==> config.mk <==
export PLATFORM = sky130hd
export DESIGN_NAME = dra_cfg_regs
export DESIGN_NICKNAME = d
export VERILOG_FILES = /design/src/rtl/core/dra_pkg.sv /design/src/rtl/core/dra_cfg_regs.sv
export SDC_FILE = /design/constraint.sdc
export NUM_CORES = 1
export LEC_CHECK = 0
export ABC_AREA = 0
export BUFFER_PORTS_ARGS = -buffer_cell sky130_fd_sc_hd__buf_2
export CELL_PAD_IN_SITES_DETAIL_PLACEMENT = 1
export CELL_PAD_IN_SITES_GLOBAL_PLACEMENT = 1
export CORE_UTILIZATION = 42
export CTS_CLUSTER_DIAMETER = 30
export DETAILED_ROUTE_END_ITERATION = 16
export GPL_TIMING_DRIVEN = 0
export PLACE_DENSITY_LB_ADDON = 0.2
export SYNTH_ARGS = -nofsm -noshare
export SYNTH_HDL_FRONTEND = slang
export SYNTH_SLANG_ARGS = --single-unit
==> constraint.sdc <==
create_clock -name clk -period 1.1 [get_ports clk]
set_input_delay 0 -clock clk [delete_from_list [all_inputs] [get_ports clk]]
set_output_delay 0 -clock clk [all_outputs]
set_load 0.02 [all_outputs]
==> src/rtl/core/dra_pkg.sv <==
`timescale 1ns / 1ps

package dra_pkg;

    // Sizing of the recorder level and of the running totals
    localparam int LEVEL_BITS = 28;
    localparam int TOTAL_BITS = 48;

    // Field widths
    localparam int TIME_W     = 32;
    localparam int STEP_W     = 16;
    localparam int AMT_IN_W   = 28;
    localparam int CAP_W      = 28;
    localparam int RATE_W     = 20;
    localparam int PERIOD_W   = 24;
    localparam int QLEVEL_W   = 28;
    localparam int TX_W       = 28;
    localparam int TOT_W      = 48;
    localparam int EVENT_W    = 2;
    localparam int CFG_IDX_W  = 2;
    localparam int CFG_DATA_W = 28;

    // Drain amount: rate * step, then drop the 1/1024 fraction
    localparam int PROD_W   = RATE_W + STEP_W;
    localparam int TX_SHIFT = 10;
    localparam int TXR_W    = PROD_W - TX_SHIFT;

    localparam logic [LEVEL_BITS-1:0] LEVEL_MAX = '1;
    localparam logic [TOTAL_BITS-1:0] TOTAL_MAX = '1;

    // Common compare width for amounts against the level
    localparam int CMP_A  = (CAP_W > AMT_IN_W) ? CAP_W : AMT_IN_W;
    localparam int CMP_B  = (TXR_W > LEVEL_BITS) ? TXR_W : LEVEL_BITS;
    localparam int CMP_W  = (CMP_A > CMP_B) ? CMP_A : CMP_B;
    localparam int AMT_W  = (AMT_IN_W > LEVEL_BITS) ? AMT_IN_W : LEVEL_BITS;
    localparam int SUM_W  = ((TOTAL_BITS > AMT_W) ? TOTAL_BITS : AMT_W) + 1;

    // Register reset values
    localparam logic [CAP_W-1:0]    CAP_RESET    = CAP_W'(262144);
    localparam logic [RATE_W-1:0]   RATE_RESET   = RATE_W'(256);
    localparam logic [PERIOD_W-1:0] PERIOD_RESET = PERIOD_W'(30720);

    typedef enum logic [CFG_IDX_W-1:0] {
        REG_CAPACITY      = 2'd0,
        REG_DRAIN_RATE    = 2'd1,
        REG_BEACON_PERIOD = 2'd2
    } cfg_reg_t;

    typedef enum logic [EVENT_W-1:0] {
        EV_NONE      = 2'd0,
        EV_FULL      = 2'd1,
        EV_RECOVERED = 2'd2
    } storage_event_t;

    typedef struct packed {
        logic [CAP_W-1:0]    capacity;
        logic [RATE_W-1:0]   drain_rate;
        logic [PERIOD_W-1:0] beacon_period;
    } cfg_t;

    // Contents of the input register
    typedef struct packed {
        logic [TIME_W-1:0]   time_now;
        logic [AMT_IN_W-1:0] incoming_amount;
        logic                carrier_valid;
        logic                carrier_detected;
        logic [TXR_W-1:0]    tx_raw;
    } stage_t;

    // Saturating add into a running total
    function automatic logic [TOTAL_BITS-1:0] sat_add(
        input logic [TOTAL_BITS-1:0] sum,
        input logic [AMT_W-1:0]      add
    );
        logic [SUM_W-1:0] s;
        s = SUM_W'(sum) + SUM_W'(add);
        if (s > SUM_W'(TOTAL_MAX))
            return TOTAL_MAX;
        else
            return TOTAL_BITS'(s);
    endfunction

endpackage

==> src/rtl/core/dra_cfg_regs.sv <==
`timescale 1ns / 1ps

module dra_cfg_regs
    import dra_pkg::*;
(
    input  logic                  clk,
    input  logic                  rst_n,
    input  logic                  cfg_wr_en,
    input  logic [CFG_IDX_W-1:0]  cfg_index,
    input  logic [CFG_DATA_W-1:0] cfg_wdata,
    output cfg_t                  cfg
);

    cfg_t cfg_reg;
    cfg_t cfg_next;

    // Register decode; unknown indexes are ignored
    always_comb
    begin
        cfg_next = cfg_reg;
        if (cfg_wr_en)
        begin
            unique case (cfg_reg_t'(cfg_index))
                REG_CAPACITY:      cfg_next.capacity      = CAP_W'(cfg_wdata);
                REG_DRAIN_RATE:    cfg_next.drain_rate    = RATE_W'(cfg_wdata);
                REG_BEACON_PERIOD: cfg_next.beacon_period = PERIOD_W'(cfg_wdata);
                default:           cfg_next = cfg_reg;
            endcase
        end
    end

    always_ff @(posedge clk or negedge rst_n)
    begin
        if (!rst_n)
        begin
            cfg_reg.capacity      <= CAP_RESET;
            cfg_reg.drain_rate    <= RATE_RESET;
            cfg_reg.beacon_period <= PERIOD_RESET;
        end
        else
        begin
            cfg_reg <= cfg_next;
        end
    end

    assign cfg = cfg_reg;

endmodule

## After elaboration in Yosys (flattened, before gate mapping)

Index checks and enable logic that the tools add are counted.
W data, S select, Z words.

| cells by class | value |
|---|---|
| $add $sub $neg | 0 |
| multiply operators | 0 |
| divide/modulo/power cells | 0 |
| order comparisons | 0 |
| equality and inequality tests | 2 |
| shifts and indexed selects | 0 |
| multiplexer cells | 0 |
| bitwise gates (word level) | 0 |
| reduce and logical (&&, ||, !) cells | 4 |

Operators by type and width:

| kind | number |
|---|---|
| $reduce_and A2 Y1 | 3 |
| $eq A2 B1 Y1 const B | 1 |
| $eq A2 B2 Y1 const B | 1 |
| $logic_not A2 Y1 | 1 |

| storage, ports and cells | value |
|---|---|
| bits in registers | 72 |
| latch bits | 0 |
| RAM bits | 0 |
| bits in read-only memories | 0 |
| bits of input ports | 33 |
| output and inout bits | 72 |
| logic and storage cells | 9 |
| memories kept | 0 |

## Logic depth before layout (Yosys ltp)

Gate-level depths: netlist of run 1.

| depth | value |
|---|---|
| word-level depth | 2 |
| gate-level depth with buffers | 4 |
| depth with buffers taken out | 2 |

## Worst setup path after synthesis of run 1

No wires, ideal clock.

| path | value |
|---|---|
| kind | input -> register |
| from | in cfg_index[0] |
| to | reg cfg_reg (netlist bit cfg[45]) |
| setup time | 125 ps |
| arrival time | 777 ps |
| required time | 975 ps |
| slack | 198 ps |
| stages | 4 |
| path buffers | 2 |
| cell sequence | nor3b_2 > buf_6 > buf_12 > mux2_4 |

| between the ends | value |
|---|---|
| cells in the longest elaborated chain, start to end | 2 |

Ends and longest elaborated chain:

| what | RTL line | RTL |
|---|---|---|
| start, declared | dra_cfg_regs.sv:9 | `input logic [CFG_IDX_W-1:0] cfg_index,` |
| $logic_not A2 Y1 | dra_cfg_regs.sv:23 | `unique case (cfg_reg_t'(cfg_index))` |
| $reduce_and A2 Y1 (no line) | -- |  |
| end signal, assigned | dra_cfg_regs.sv:42 | `cfg_reg <= cfg_next;` |
| end, declared | dra_cfg_regs.sv:14 | `cfg_t cfg_reg;` |

No other way between the ends.
A chain may end at the register's enable or synchronous reset.

## Worst setup path after layout of run 1

| path | value |
|---|---|
| from | reg cfg_reg (netlist bit cfg[62]) |
| to | out cfg[62] (netlist name) |

RTL lines:

| what | RTL line | RTL |
|---|---|---|
| end, declared | dra_cfg_regs.sv:11 | `output cfg_t cfg` |

No word-level cell between the ends.

==> tab_implementation.tex, run 1 <==
\begin{tabular}{lr}
\hline
Metric & Value \\
\hline
\multicolumn{2}{l}{\textbf{STA}} \\
\quad Crit path time final & 1.036 ns \\
\quad Slew of the pin with the lowest slew margin & 0.3081 ns \\
\quad Count of final setup violators & 0 \\
\quad Setup repair after global routing missed its margin & no \\
\quad Slew margin rel. & 79.46\% \\
\quad F\_max & 965.7 MHz \\
\quad Fin Hold WS & 0.08204 ns \\
\quad Portion of the clock cycle consumed by the worst path in the final layout & 94.14\% \\
\quad Number of hold violations in the final report & 0 \\
\quad Final clock skew & 0 ns \\
\quad Max-slew violation count & 0 \\
\multicolumn{2}{l}{\textbf{Clock tree}} \\
\quad Number of buffers added by the clock tree synthesis step & 9 \\
\quad TritonCTS clock tree & yes \\
\quad H-tree depth & 3 \\
\quad Number of buffers on the longest clock path & 2 \\
\quad Clock insertion delay at the later pin of the skew report & 0.33 ns \\
\quad Post-CTS Setup Inserts & 0 \\
\quad Clock net sink count & 72 \\
\quad Clock-pin slew of the registers on the worst-case setup and hold paths & 0.07 ns \\
\quad CTS root buffer & sky130\_fd\_sc\_hd\_\_clkbuf\_8 \\
\multicolumn{2}{l}{\textbf{Die}} \\
\quad Vertical die dimension & 83.75 um \\
\quad Top-Level Pins & 105 \\
\quad Standard-cell rows & 29 \\
\quad Die outline area & 0.007013 mm\^{}2 \\
\quad Initial core utilization & 43.95\% \\
\quad Die extent in x & 83.75 um \\
\quad Placeable core area & 0.006386 mm\^{}2 \\
\multicolumn{2}{l}{\textbf{GRT}} \\
\quad Largest net degree at the start of global routing & 52 \\
\quad Initial antenna violation count & 0 \\
\quad Wire length of the first global-routing pass & 10,490 um \\
\quad Grt total ovfl & 0 \\
\quad Total global routing track utilization & 19.76\% \\
\quad Via count of the first global-routing pass & 2,005 \\
\multicolumn{2}{l}{\textbf{Synthesis}} \\
\quad Average cell area after synthesis & 18.22 um\^{}2 \\
\quad Cell area after synthesis & 0.002806 mm\^{}2 \\
\quad Most area-consuming cells after synthesis & sky130\_fd\_sc\_hd\_\_dfrtp\_1, sky130\_fd\_sc\_hd\_\_mux2\_2, sky130\_fd\_sc\_hd\_\_mux2\_4 \\
\quad Post-synthesis cell type with the largest combined area & sky130\_fd\_sc\_hd\_\_dfrtp\_1 \\
\quad Yosys warning total & 0 \\
\quad Seq/Total Area, Yosys & 64.47\% \\
\quad Number of different library cells in the post-synthesis netlist & 11 \\
\quad Synth Net Count & 187 \\
\quad Seq cells post-synth & 72 \\
\quad Portion of synthesized cell area occupied by the leading cell type & 58.85\% \\
\quad Synth Instances & 154 \\
\multicolumn{2}{l}{\textbf{Worst setup path}} \\
\quad Worst path slowest cell & sky130\_fd\_sc\_hd\_\_dfstp\_2 \\
\quad Buffering stage count on the worst path with inverters included & 1 \\
\quad Worst reg2reg startpoint & cfg[5]\$\_DFFE\_PN0P\_ \\
\quad Reg2reg setup slack & 0.32 ns \\
\quad Element type at the critical path start & register \\
\quad Largest fanout on the critical path & 2 \\
\quad Critical Path Sink Type & output pin \\
\quad WS Path Type & reg -> out \\
\quad RR Endpoint & cfg[5]\$\_DFFE\_PN0P\_ \\
\quad Data arrival, critical path & 1.04 ns \\
\quad Depth of the most critical reg-to-reg path & 1 \\
\quad Data required time of the critical path & 1.10 ns \\
\quad Largest stage delay on the critical path & 0.54 ns \\
\quad Delay-heaviest family, CP & flip-flops \\
\quad List of cells traversed by the critical path & buf\_2 \\
\multicolumn{2}{l}{\textbf{Route}} \\
\quad Post-detailed-route via-to-cell ratio & 4.843 \\
\quad Initial DRT Pass Iterations & 4 \\
\quad Overall via count from detail\_route & 1,845 \\
\quad Post-detailed-route count of antenna-violating nets & 0 \\
\quad Drt drc & 0 \\
\quad Per-cell routed wire length & 16.22 um \\
\quad Starting DRT DRC Count & 31 \\
\quad Overall routed net length & 6181 um \\
\multicolumn{2}{l}{\textbf{Pwr}} \\
\quad Cell-internal power & 5.284 mW \\
\quad Sw Ratio & 30.84\% \\
\quad Share of power burned in registers & 44.9\% \\
\quad Share of total power in the clock network & 27.9\% \\
\quad Maximum ir drop on the vdd rail & 1.123 mV \\
\quad Static power due to leakage & 1.913 nW \\
\quad Cell Pwr Density & 1934 mW/mm\^{}2 \\
\quad Combinational power share & 27.2\% \\
\quad Net load switching power & 2.357 mW \\
\multicolumn{2}{l}{\textbf{Worst hold path}} \\
\quad Startpoint of the worst hold path & cfg\_wr\_en \\
\quad Hold Path Sink & cfg[1]\$\_DFFE\_PN0P\_ \\
\quad Worst hold path cell count & 3 \\
\quad Path type of the worst min-delay path & in -> reg \\
\multicolumn{2}{l}{\textbf{Status}} \\
\quad Run status & finished, final reports clean \\
\multicolumn{2}{l}{\textbf{Finish}} \\
\quad Proportion of layout cells with a drive suffix above 1 & 68.09\% \\
\quad Synthesis-to-layout area growth & 40.75\% \\
\quad Nets & 332 \\
\quad Antenna diode count & 0 \\
\quad FILL cells & 654 \\
\quad Max reg flops & 72 \\
\quad Layout Cell Area excl Fill & 0.003950 mm\^{}2 \\
\multicolumn{2}{l}{\textbf{Run}} \\
\quad Max-cap check violation count & 0 \\
\multicolumn{2}{l}{\textbf{Place}} \\
\quad I/O Buffers & 104 \\
\quad Placer Congestion & 0.6749 \\
\quad Placed cell areas & 0.003453 mm\^{}2 \\
\quad Post-detail-place hpwl & 4202 um \\
\hline
\end{tabular}
==> synthesized netlist by cell type <==
cell type	number
sky130_fd_sc_hd__buf_6	1
sky130_fd_sc_hd__dfstp_2	6
sky130_fd_sc_hd__dfrtp_1	66
sky130_fd_sc_hd__buf_2	4
sky130_fd_sc_hd__buf_12	2
sky130_fd_sc_hd__mux2_2	51
sky130_fd_sc_hd__nand3b_4	1
sky130_fd_sc_hd__mux2_4	20
sky130_fd_sc_hd__nand3b_1	1
sky130_fd_sc_hd__mux2_1	1
sky130_fd_sc_hd__nor3b_2	1
==> power groups by stage <==
| stage | Combinational, mW | Sequential [mW] | Clock (mW) |
|---|---|---|---|
| finish | 2.08 | 3.43 | 2.13 |
| CTS | 2.10 | 3.43 | 2.20 |
| global route | 2.22 | 3.50 | 2.33 |
| floorplan | 0.596 | 4.10 | 0 |
| global placement | 1.97 | 3.44 | 0 |
| detailed placement | 2.03 | 3.47 | 0 |
==> what timing repair did <==
action	in CTS	in global routing
setup endpoints to repair	0	0
resized for setup	0	0
endpoints found under the hold margin	141	0
hold buffers	29	0
==> worst max-delay path by stage <==
stage,cells after the start,slack (ns),startpoint,to
after CTS,1,0.03,cfg[62]$_DFFE_PN1P_,cfg[62]
after global placement,1,-0.40,rst_n,cfg[25]$_DFFE_PN0P_
after detailed placement,5,-0.01,cfg_index[0],cfg[57]$_DFFE_PN0P_
final,1,0.06,cfg[62]$_DFFE_PN1P_,cfg[62]
after global routing,1,0.006,cfg[62]$_DFFE_PN1P_,cfg[62]
after floorplan,4,0.20,cfg_index[0],cfg[45]$_DFFE_PN0P_
==> cell type report <==
type / count / area, um^2 / area share [%]
sequential: 72 / 1809 / 45.80
multi-input combinational: 75 / 925.9 / 23.44
timing repair buffer: 134 / 840.8 / 21.29
clock buffer: 11 / 151.4 / 3.833
tap: 77 / 96.34 / 2.439
buffer: 7 / 71.32 / 1.806
clock inverter: 5 / 55.05 / 1.394
==> routing by layer <==
layer	global-route usage (%)	share of wire, %
met1	25.69	44
met2	30.38	48
met3	5.341	5.7
met4	10.17	2.3
met5	0	0
==> cell families after synthesis <==
kind of cell,synth area share [%]
multiplexers,31.56
flip-flops,64.47
buffers and inverters,2.541
AND/OR/NAND/NOR,1.427
==> layout by cell type, fill, tap and decap left out, drive strengths merged <==
master,n
buf,112
clkinv,2
nor3b,1
bufinv,1
nand3b,2
clkinvlp,2
clkbuf,11
dlygate4sd3,29
dfstp,6
dfrtp,66
mux2,72
==> through the flow <==
step | util (%) | power (mW) | setup TNS [ns] | cells | setup WS, ns
floorplan | - | 4.700 | 0 | 154 | 0.1980
global placement | 53.61 | 5.418 | -26.81 | 335 | -0.4032
detailed placement | 54.08 | 5.499 | -0.1864 | 336 | -0.01286
CTS | 61.85 | 7.741 | 0 | 381 | 0.03244
global route | 61.85 | 8.051 | 0 | 381 | 0.006490
finish | 61.85 | 7.641 | 0 | 381 | 0.06449
(Power assumes the default switching activity.)
==> run 2: changes to the inputs <==
--- a/config.mk
+++ b/config.mk
@@ -9,6 +9,8 @@
 export BUFFER_PORTS_ARGS = -buffer_cell sky130_fd_sc_hd__buf_2
 export CELL_PAD_IN_SITES_DETAIL_PLACEMENT = 1
 export CELL_PAD_IN_SITES_GLOBAL_PLACEMENT = 1
+export CORE_ASPECT_RATIO = 1.25
+export CORE_MARGIN = 2
 export CORE_UTILIZATION = 42
 export CTS_CLUSTER_DIAMETER = 30
 export DETAILED_ROUTE_END_ITERATION = 16
==> tab_implementation.tex, run 2 (synthesis gave the netlist of run 1 again) <==
\begin{tabular}{lr}
\hline
Metric & Value \\
\hline
\multicolumn{2}{l}{\textbf{Status}} \\
\quad Run status & finished, final reports clean (unchanged) \\
\multicolumn{2}{l}{\textbf{Die}} \\
\quad Top-Level Pins & 105 (unchanged) \\
\quad Placeable core area & 0.006524 mm\^{}2 (was 0.006386 mm\^{}2) \\
\quad Standard-cell rows & 33 (was 29) \\
\quad Die outline area & 0.007356 mm\^{}2 (was 0.007013 mm\^{}2) \\
\quad Initial core utilization & 43.02\% (was 43.95\%) \\
\quad Vertical die dimension & 95.39 um (was 83.75 um) \\
\quad Die extent in x & 77.12 um (was 83.75 um) \\
\multicolumn{2}{l}{\textbf{Place}} \\
\quad Post-detail-place hpwl & 4140 um (was 4202 um) \\
\quad Placer Congestion & 0.6774 (was 0.6749) \\
\quad I/O Buffers & 104 (unchanged) \\
\quad Placed cell areas & 0.003466 mm\^{}2 (was 0.003453 mm\^{}2) \\
\multicolumn{2}{l}{\textbf{STA}} \\
\quad Portion of the clock cycle consumed by the worst path in the final layout & 92.87\% (was 94.14\%) \\
\quad Slew of the pin with the lowest slew margin & 0.3431 ns (was 0.3081 ns) \\
\quad F\_max & 978.9 MHz (was 965.7 MHz) \\
\quad Slew margin rel. & 77.13\% (was 79.46\%) \\
\quad Count of final setup violators & 0 (unchanged) \\
\quad Max-slew violation count & 0 (unchanged) \\
\quad Final clock skew & 0 ns (unchanged) \\
\quad Setup repair after global routing missed its margin & no (unchanged) \\
\quad Crit path time final & 1.022 ns (was 1.036 ns) \\
\quad Number of hold violations in the final report & 0 (unchanged) \\
\multicolumn{2}{l}{\textbf{Route}} \\
\quad Overall via count from detail\_route & 1,830 (was 1,845) \\
\quad Post-detailed-route via-to-cell ratio & 4.668 (was 4.843) \\
\quad Starting DRT DRC Count & 41 (was 31) \\
\quad Initial DRT Pass Iterations & 3 (was 4) \\
\quad Post-detailed-route count of antenna-violating nets & 0 (unchanged) \\
\quad Overall routed net length & 6466 um (was 6181 um) \\
\quad Drt drc & 0 (unchanged) \\
\quad Per-cell routed wire length & 16.49 um (was 16.22 um) \\
\multicolumn{2}{l}{\textbf{GRT}} \\
\quad Initial antenna violation count & 0 (unchanged) \\
\quad Largest net degree at the start of global routing & 72 (was 52) \\
\quad Grt total ovfl & 0 (unchanged) \\
\quad Via count of the first global-routing pass & 2,058 (was 2,005) \\
\quad Total global routing track utilization & 18.69\% (was 19.76\%) \\
\quad Wire length of the first global-routing pass & 10,480 um (was 10,490 um) \\
\multicolumn{2}{l}{\textbf{Worst hold path}} \\
\quad Path type of the worst min-delay path & in -> reg (unchanged) \\
\multicolumn{2}{l}{\textbf{Worst setup path}} \\
\quad Data required time of the critical path & 1.10 ns (about the same) \\
\quad Delay-heaviest family, CP & flip-flops (unchanged) \\
\quad Largest stage delay on the critical path & 0.53 ns (was 0.54 ns) \\
\quad Worst path slowest cell & sky130\_fd\_sc\_hd\_\_dfstp\_2 (unchanged) \\
\quad List of cells traversed by the critical path & buf\_2 (unchanged) \\
\quad Buffering stage count on the worst path with inverters included & 1 (unchanged) \\
\quad Critical Path Sink Type & output pin (unchanged) \\
\quad Data arrival, critical path & 1.02 ns (was 1.04 ns) \\
\quad Reg2reg setup slack & 0.30 ns (was 0.32 ns) \\
\quad WS Path Type & reg -> out (unchanged) \\
\quad Largest fanout on the critical path & 2 (unchanged) \\
\quad Element type at the critical path start & register (unchanged) \\
\multicolumn{2}{l}{\textbf{Clock tree}} \\
\quad Number of buffers on the longest clock path & 2 (unchanged) \\
\quad TritonCTS clock tree & yes (unchanged) \\
\quad Clock net sink count & 72 (unchanged) \\
\quad H-tree depth & 3 (unchanged) \\
\quad CTS root buffer & sky130\_fd\_sc\_hd\_\_clkbuf\_8 (unchanged) \\
\quad Clock insertion delay at the later pin of the skew report & 0.33 ns (about the same) \\
\quad \# resized after CTS & 0 (unchanged) \\
\quad Number of buffers added by the clock tree synthesis step & 9 (unchanged) \\
\quad Clock-pin slew of the registers on the worst-case setup and hold paths & 0.07 ns (about the same) \\
\multicolumn{2}{l}{\textbf{Finish}} \\
\quad Synthesis-to-layout area growth & 40.08\% (was 40.75\%) \\
\quad Antenna diode count & 0 (unchanged) \\
\quad Most frequent standard cell in the layout excluding fill and tap cells & sky130\_fd\_sc\_hd\_\_buf\_2 (unchanged) \\
\quad Max reg flops & 72 (unchanged) \\
\quad Proportion of layout cells with a drive suffix above 1 & 67.21\% (was 68.09\%) \\
\quad Layout Cell Area excl Fill & 0.003931 mm\^{}2 (was 0.003950 mm\^{}2) \\
\quad Nets & 333 (was 332) \\
\quad Final core utilization & 60.26\% (was 61.85\%) \\
\quad Commonest non-fill, non-tap cells in the layout & sky130\_fd\_sc\_hd\_\_buf\_2, sky130\_fd\_sc\_hd\_\_dfrtp\_1, sky130\_fd\_sc\_hd\_\_mux2\_2, sky130\_fd\_sc\_hd\_\_dlygate4sd3\_1, sky130\_fd\_sc\_hd\_\_mux2\_4 (unchanged) \\
\multicolumn{2}{l}{\textbf{Pwr}} \\
\quad Maximum ir drop on the vdd rail & 0.9593 mV (was 1.123 mV) \\
\quad Static power due to leakage & 1.906 nW (was 1.913 nW) \\
\quad Cell-internal power & 4.992 mW (was 5.284 mW) \\
\quad Combinational power share & 28.7\% (was 27.2\%) \\
\quad Net load switching power & 2.284 mW (was 2.357 mW) \\
\quad Sw Ratio & 31.39\% (was 30.84\%) \\
\quad Cell Pwr Density & 1851 mW/mm\^{}2 (was 1934 mW/mm\^{}2) \\
\quad Share of total power in the clock network & 24.1\% (was 27.9\%) \\
\quad Share of power burned in registers & 47.2\% (was 44.9\%) \\
\multicolumn{2}{l}{\textbf{Run}} \\
\quad Max-cap check violation count & 0 (unchanged) \\
\hline
\end{tabular}
-- run 2: cell count changes in the layout (fill, tap and decap cells not counted), sizes merged --
| cell | previous run | this run |
|---|---|---|
| bufinv | 1 | 0 |
| clkbuf | 11 | 12 |
| clkinv | 2 | 4 |
| clkinvlp | 2 | 0 |
| dlygate4sd3 | 29 | 30 |
-- run 2: power by group through the flow --
stage	Sequential, mW	Combinational [mW]	Clock (mW)
after floorplan	4.10	0.596	0
final	3.43	2.09	1.75
after CTS	3.43	2.11	1.84
after detailed placement	3.47	2.03	0
after global routing	3.49	2.23	1.94
after global placement	3.45	1.97	0
-- run 2: stage by stage --
| step | hold slack (ns) | setup slack [ns] | std cells | power (mW) | TNS (ns) |
|---|---|---|---|---|---|
| after global routing | 0.09659 | 0.03512 | 392 | 7.660 | 0 |
| after detailed placement | -0.2000 | -0.01504 | 346 | 5.496 | -0.1377 |
| after CTS | 0.07482 | 0.05145 | 392 | 7.384 | 0 |
| final | 0.08983 | 0.07848 | 392 | 7.276 | 0 |
| after global placement | 0.2327 | -0.4117 | 345 | 5.426 | -27.32 |
| after floorplan | -0.2956 | 0.1980 | 154 | 4.700 | 0 |
-- run 2: final timing paths --
| path | startpoint | endpoint | cells after the start |
|---|---|---|---|
| min | cfg_wr_en | cfg[23]$_DFFE_PN0P_ | 3 |
| min reg2reg | cfg[28]$_DFFE_PN0P_ | cfg[28]$_DFFE_PN0P_ | 1 |
| max in group asynchronous | rst_n | cfg[59]$_DFFE_PN0P_ | 3 |
| max reg2reg | cfg[5]$_DFFE_PN0P_ | cfg[5]$_DFFE_PN0P_ | 1 |
| max | cfg[62]$_DFFE_PN1P_ | cfg[62] | 1 |
| min in group asynchronous | rst_n | cfg[56]$_DFFE_PN0P_ | 3 |
-- run 2: what timing repair did --
item / 4_1_cts / 5_1_grt
hold buffers: 30 / 0
setup buffers: 0 / 0
setup endpoints to repair: 0 / 0
hold endpoints to repair: 144 / 0
-- run 2: layout make-up --
cell class                 instances  area (um^2)
buffer                             7        71.32
clock buffer                      12        145.1
multi-input combinational         75        925.9
sequential                        72         1809
fill                             674         2592
timing repair buffer             135        850.8
clock inverter                     4        20.02
tap                               87        108.9
-- run 2: per-layer routing --
metal  wire length [um]  GRT usage [%]
met5                  0              0
met4                111          8.631
met3                322          3.977
met2               3440          32.89
met1               2592          22.10
==> run 3: changes to the inputs <==
--- a/config.mk
+++ b/config.mk
@@ -6,7 +6,7 @@
 export NUM_CORES = 1
 export LEC_CHECK = 0
 export ABC_AREA = 0
-export BUFFER_PORTS_ARGS = -buffer_cell sky130_fd_sc_hd__buf_2
+export BUFFER_PORTS_ARGS = -buffer_cell sky130_fd_sc_hd__buf_4
 export CELL_PAD_IN_SITES_DETAIL_PLACEMENT = 1
 export CELL_PAD_IN_SITES_GLOBAL_PLACEMENT = 1
 export CORE_ASPECT_RATIO = 1.25
==> tab_implementation.tex, run 3 (synthesis gave the netlist of run 1 again) <==
\begin{tabular}{lr}
\hline
Metric & Value \\
\hline
\multicolumn{2}{l}{\textbf{Route}} \\
\quad Drt drc & 0 (unchanged) \\
\quad Per-cell routed wire length & 17.07 um (was 16.49 um) \\
\quad Initial DRT Pass Iterations & 3 (unchanged) \\
\quad Overall routed net length & 6657 um (was 6466 um) \\
\quad Post-detailed-route count of antenna-violating nets & 0 (unchanged) \\
\quad Overall via count from detail\_route & 1,829 (was 1,830) \\
\quad Starting DRT DRC Count & 38 (was 41) \\
\quad Post-detailed-route via-to-cell ratio & 4.690 (was 4.668) \\
\multicolumn{2}{l}{\textbf{GRT}} \\
\quad Grt total ovfl & 0 (unchanged) \\
\quad Largest net degree at the start of global routing & 73 (was 72) \\
\quad Total global routing track utilization & 18.87\% (was 18.69\%) \\
\quad Via count of the first global-routing pass & 1,996 (was 2,058) \\
\quad Wire length of the first global-routing pass & 10,420 um (was 10,480 um) \\
\quad Initial antenna violation count & 0 (unchanged) \\
\multicolumn{2}{l}{\textbf{STA}} \\
\quad F\_max & 996.6 MHz (was 978.9 MHz) \\
\quad Portion of the clock cycle consumed by the worst path in the final layout & 91.22\% (was 92.87\%) \\
\quad Number of hold violations in the final report & 0 (unchanged) \\
\quad Final clock skew & 0 ns (unchanged) \\
\quad Max-slew violation count & 0 (unchanged) \\
\quad Count of final setup violators & 0 (unchanged) \\
\quad Slew of the pin with the lowest slew margin & 0.8931 ns (was 0.3431 ns) \\
\quad Slew margin rel. & 40.46\% (was 77.13\%) \\
\quad Crit path time final & 1.003 ns (was 1.022 ns) \\
\quad Setup repair after global routing missed its margin & no (unchanged) \\
\quad Setup Total Neg Slack & 0 ns (unchanged) \\
\quad Fin Hold WS & 0.09050 ns (was 0.08983 ns) \\
\multicolumn{2}{l}{\textbf{Finish}} \\
\quad Proportion of layout cells with a drive suffix above 1 & 67.66\% (was 67.21\%) \\
\quad Antenna diode count & 0 (unchanged) \\
\quad Nets & 331 (was 333) \\
\quad Max reg flops & 72 (unchanged) \\
\quad Synthesis-to-layout area growth & 51.63\% (was 40.08\%) \\
\quad Layout Cell Area excl Fill & 0.004255 mm\^{}2 (was 0.003931 mm\^{}2) \\
\quad Commonest non-fill, non-tap cells in the layout & sky130\_fd\_sc\_hd\_\_buf\_4, sky130\_fd\_sc\_hd\_\_dfrtp\_1, sky130\_fd\_sc\_hd\_\_mux2\_2, sky130\_fd\_sc\_hd\_\_dlygate4sd3\_1, sky130\_fd\_sc\_hd\_\_mux2\_4 (was sky130\_fd\_sc\_hd\_\_buf\_2, sky130\_fd\_sc\_hd\_\_dfrtp\_1, sky130\_fd\_sc\_hd\_\_mux2\_2, sky130\_fd\_sc\_hd\_\_dlygate4sd3\_1, sky130\_fd\_sc\_hd\_\_mux2\_4) \\
\quad Most frequent standard cell in the layout excluding fill and tap cells & sky130\_fd\_sc\_hd\_\_buf\_4 (was sky130\_fd\_sc\_hd\_\_buf\_2) \\
\multicolumn{2}{l}{\textbf{Worst setup path}} \\
\quad Largest stage delay on the critical path & 0.54 ns (was 0.53 ns) \\
\quad Delay-heaviest family, CP & flip-flops (unchanged) \\
\quad Data arrival, critical path & 1.00 ns (was 1.02 ns) \\
\quad Largest fanout on the critical path & 2 (unchanged) \\
\quad Critical Path Sink Type & output pin (unchanged) \\
\quad Element type at the critical path start & register (unchanged) \\
\quad Worst path slowest cell & sky130\_fd\_sc\_hd\_\_dfstp\_2 (unchanged) \\
\quad Data required time of the critical path & 1.10 ns (about the same) \\
\quad WS Path Type & reg -> out (unchanged) \\
\quad Buffering stage count on the worst path with inverters included & 1 (unchanged) \\
\quad List of cells traversed by the critical path & buf\_4 (was buf\_2) \\
\multicolumn{2}{l}{\textbf{Pwr}} \\
\quad Sw Ratio & 27.73\% (was 31.39\%) \\
\quad Share of power burned in registers & 40.2\% (was 47.2\%) \\
\quad Maximum ir drop on the vdd rail & 0.9397 mV (was 0.9593 mV) \\
\quad Net load switching power & 2.388 mW (was 2.284 mW) \\
\quad Cell Pwr Density & 2024 mW/mm\^{}2 (was 1851 mW/mm\^{}2) \\
\quad Total Power Consumption & 8.611 mW (was 7.276 mW) \\
\quad Combinational power share & 28.0\% (was 28.7\%) \\
\quad Cell-internal power & 6.223 mW (was 4.992 mW) \\
\quad Static power due to leakage & 2.013 nW (was 1.906 nW) \\
\quad Share of total power in the clock network & 31.8\% (was 24.1\%) \\
\multicolumn{2}{l}{\textbf{Run}} \\
\quad Max-cap check violation count & 0 (unchanged) \\
\multicolumn{2}{l}{\textbf{Die}} \\
\quad Die outline area & 0.007356 mm\^{}2 (unchanged) \\
\quad Vertical die dimension & 95.39 um (unchanged) \\
\quad Top-Level Pins & 105 (unchanged) \\
\quad Placeable core area & 0.006524 mm\^{}2 (unchanged) \\
\quad Die extent in x & 77.12 um (unchanged) \\
\quad Initial core utilization & 43.02\% (unchanged) \\
\quad Standard-cell rows & 33 (unchanged) \\
\multicolumn{2}{l}{\textbf{Clock tree}} \\
\quad Number of buffers added by the clock tree synthesis step & 9 (unchanged) \\
\quad Number of buffers on the longest clock path & 2 (unchanged) \\
\quad CTS root buffer & sky130\_fd\_sc\_hd\_\_clkbuf\_8 (unchanged) \\
\quad TritonCTS clock tree & yes (unchanged) \\
\quad Clock insertion delay at the later pin of the skew report & 0.33 ns (about the same) \\
\quad H-tree depth & 3 (unchanged) \\
\quad Clock net sink count & 72 (unchanged) \\
\quad Clock-pin slew of the registers on the worst-case setup and hold paths & 0.07 ns (about the same) \\
\multicolumn{2}{l}{\textbf{Worst hold path}} \\
\quad Path type of the worst min-delay path & in -> reg (unchanged) \\
\multicolumn{2}{l}{\textbf{Status}} \\
\quad Run status & finished, final reports clean (unchanged) \\
\multicolumn{2}{l}{\textbf{Place}} \\
\quad Placed cell areas & 0.003696 mm\^{}2 (was 0.003466 mm\^{}2) \\
\quad Placer Congestion & 0.6880 (was 0.6774) \\
\quad I/O Buffers & 104 (unchanged) \\
\quad Post-detail-place hpwl & 4276 um (was 4140 um) \\
\hline
\end{tabular}
[run 3: changes by cell type in the layout (fill, tap and decap cells not counted)]
cell / delta
sky130_fd_sc_hd__buf_2: -103
sky130_fd_sc_hd__buf_4: +103
sky130_fd_sc_hd__bufinv_16: +4
sky130_fd_sc_hd__clkinv_2: -4
sky130_fd_sc_hd__buf_16: -1
sky130_fd_sc_hd__clkbuf_1: -1
sky130_fd_sc_hd__clkinvlp_4: +1
sky130_fd_sc_hd__dlygate4sd3_1: -1
[run 3: timing repair]
item / in CTS / in global routing
resized for setup: 0 / 0
hold endpoints to repair: 138 / 0
buffers inserted: 0 / 0
hold buffers: 29 / 0
[run 3: cell type report]
cell class                      instances  area, um^2
Sequential cell                        72        1809
Multi-Input combinational cell         75       925.9
Buffer                                  7       71.32
Tap cell                               87       108.9
Fill cell                             640        2268
Timing Repair Buffer                  133        1071
Clock buffer                           11       141.4
Clock inverter                          5       127.6
[run 3: power by group through the flow]
stage | logic (mW) | registers (mW) | clock network, mW
finish | 2.41 | 3.46 | 2.74
global route | 2.54 | 3.52 | 2.92
CTS | 2.43 | 3.45 | 2.80
detailed placement | 2.34 | 3.49 | 0
global placement | 2.29 | 3.48 | 0
floorplan | 0.596 | 4.10 | 0
[run 3: final timing paths]
path / cells past startpoint / endpoint / start / slack, ns
min in group asynchronous: 2 / cfg[56]$_DFFE_PN0P_ / rst_n / 0.33
max in group asynchronous: 2 / cfg[42]$_DFFE_PN0P_ / rst_n / 0.18
worst max-delay path: 1 / cfg[62] / cfg[62]$_DFFE_PN1P_ / 0.1
worst min register to register: 1 / cfg[39]$_DFFE_PN0P_ / cfg[39]$_DFFE_PN0P_ / 0.51
worst max register to register: 1 / cfg[5]$_DFFE_PN0P_ / cfg[5]$_DFFE_PN0P_ / 0.29
worst min-delay path: 3 / cfg[0]$_DFFE_PN0P_ / cfg_wr_en / 0.09
[run 3: per-stage QoR]
step / std cells / setup slack, ns / util, %
global route: 390 / 0.02604 / 65.23
finish: 390 / 0.09655 / 65.23
CTS: 390 / 0.07591 / 65.23
global placement: 345 / 0.007877 / 56.66
detailed placement: 345 / -0.008483 / 56.66
floorplan: 154 / 0.1980 / -
[run 3: per-layer routing]
layer	vias up	GRT usage, %	part of all wire [%]
li1	834	-	-
met1	921	21.46	40
met2	67	32.97	53
met3	7	6.439	5.5
met4	0	7.440	1.1
met5	-	0	0
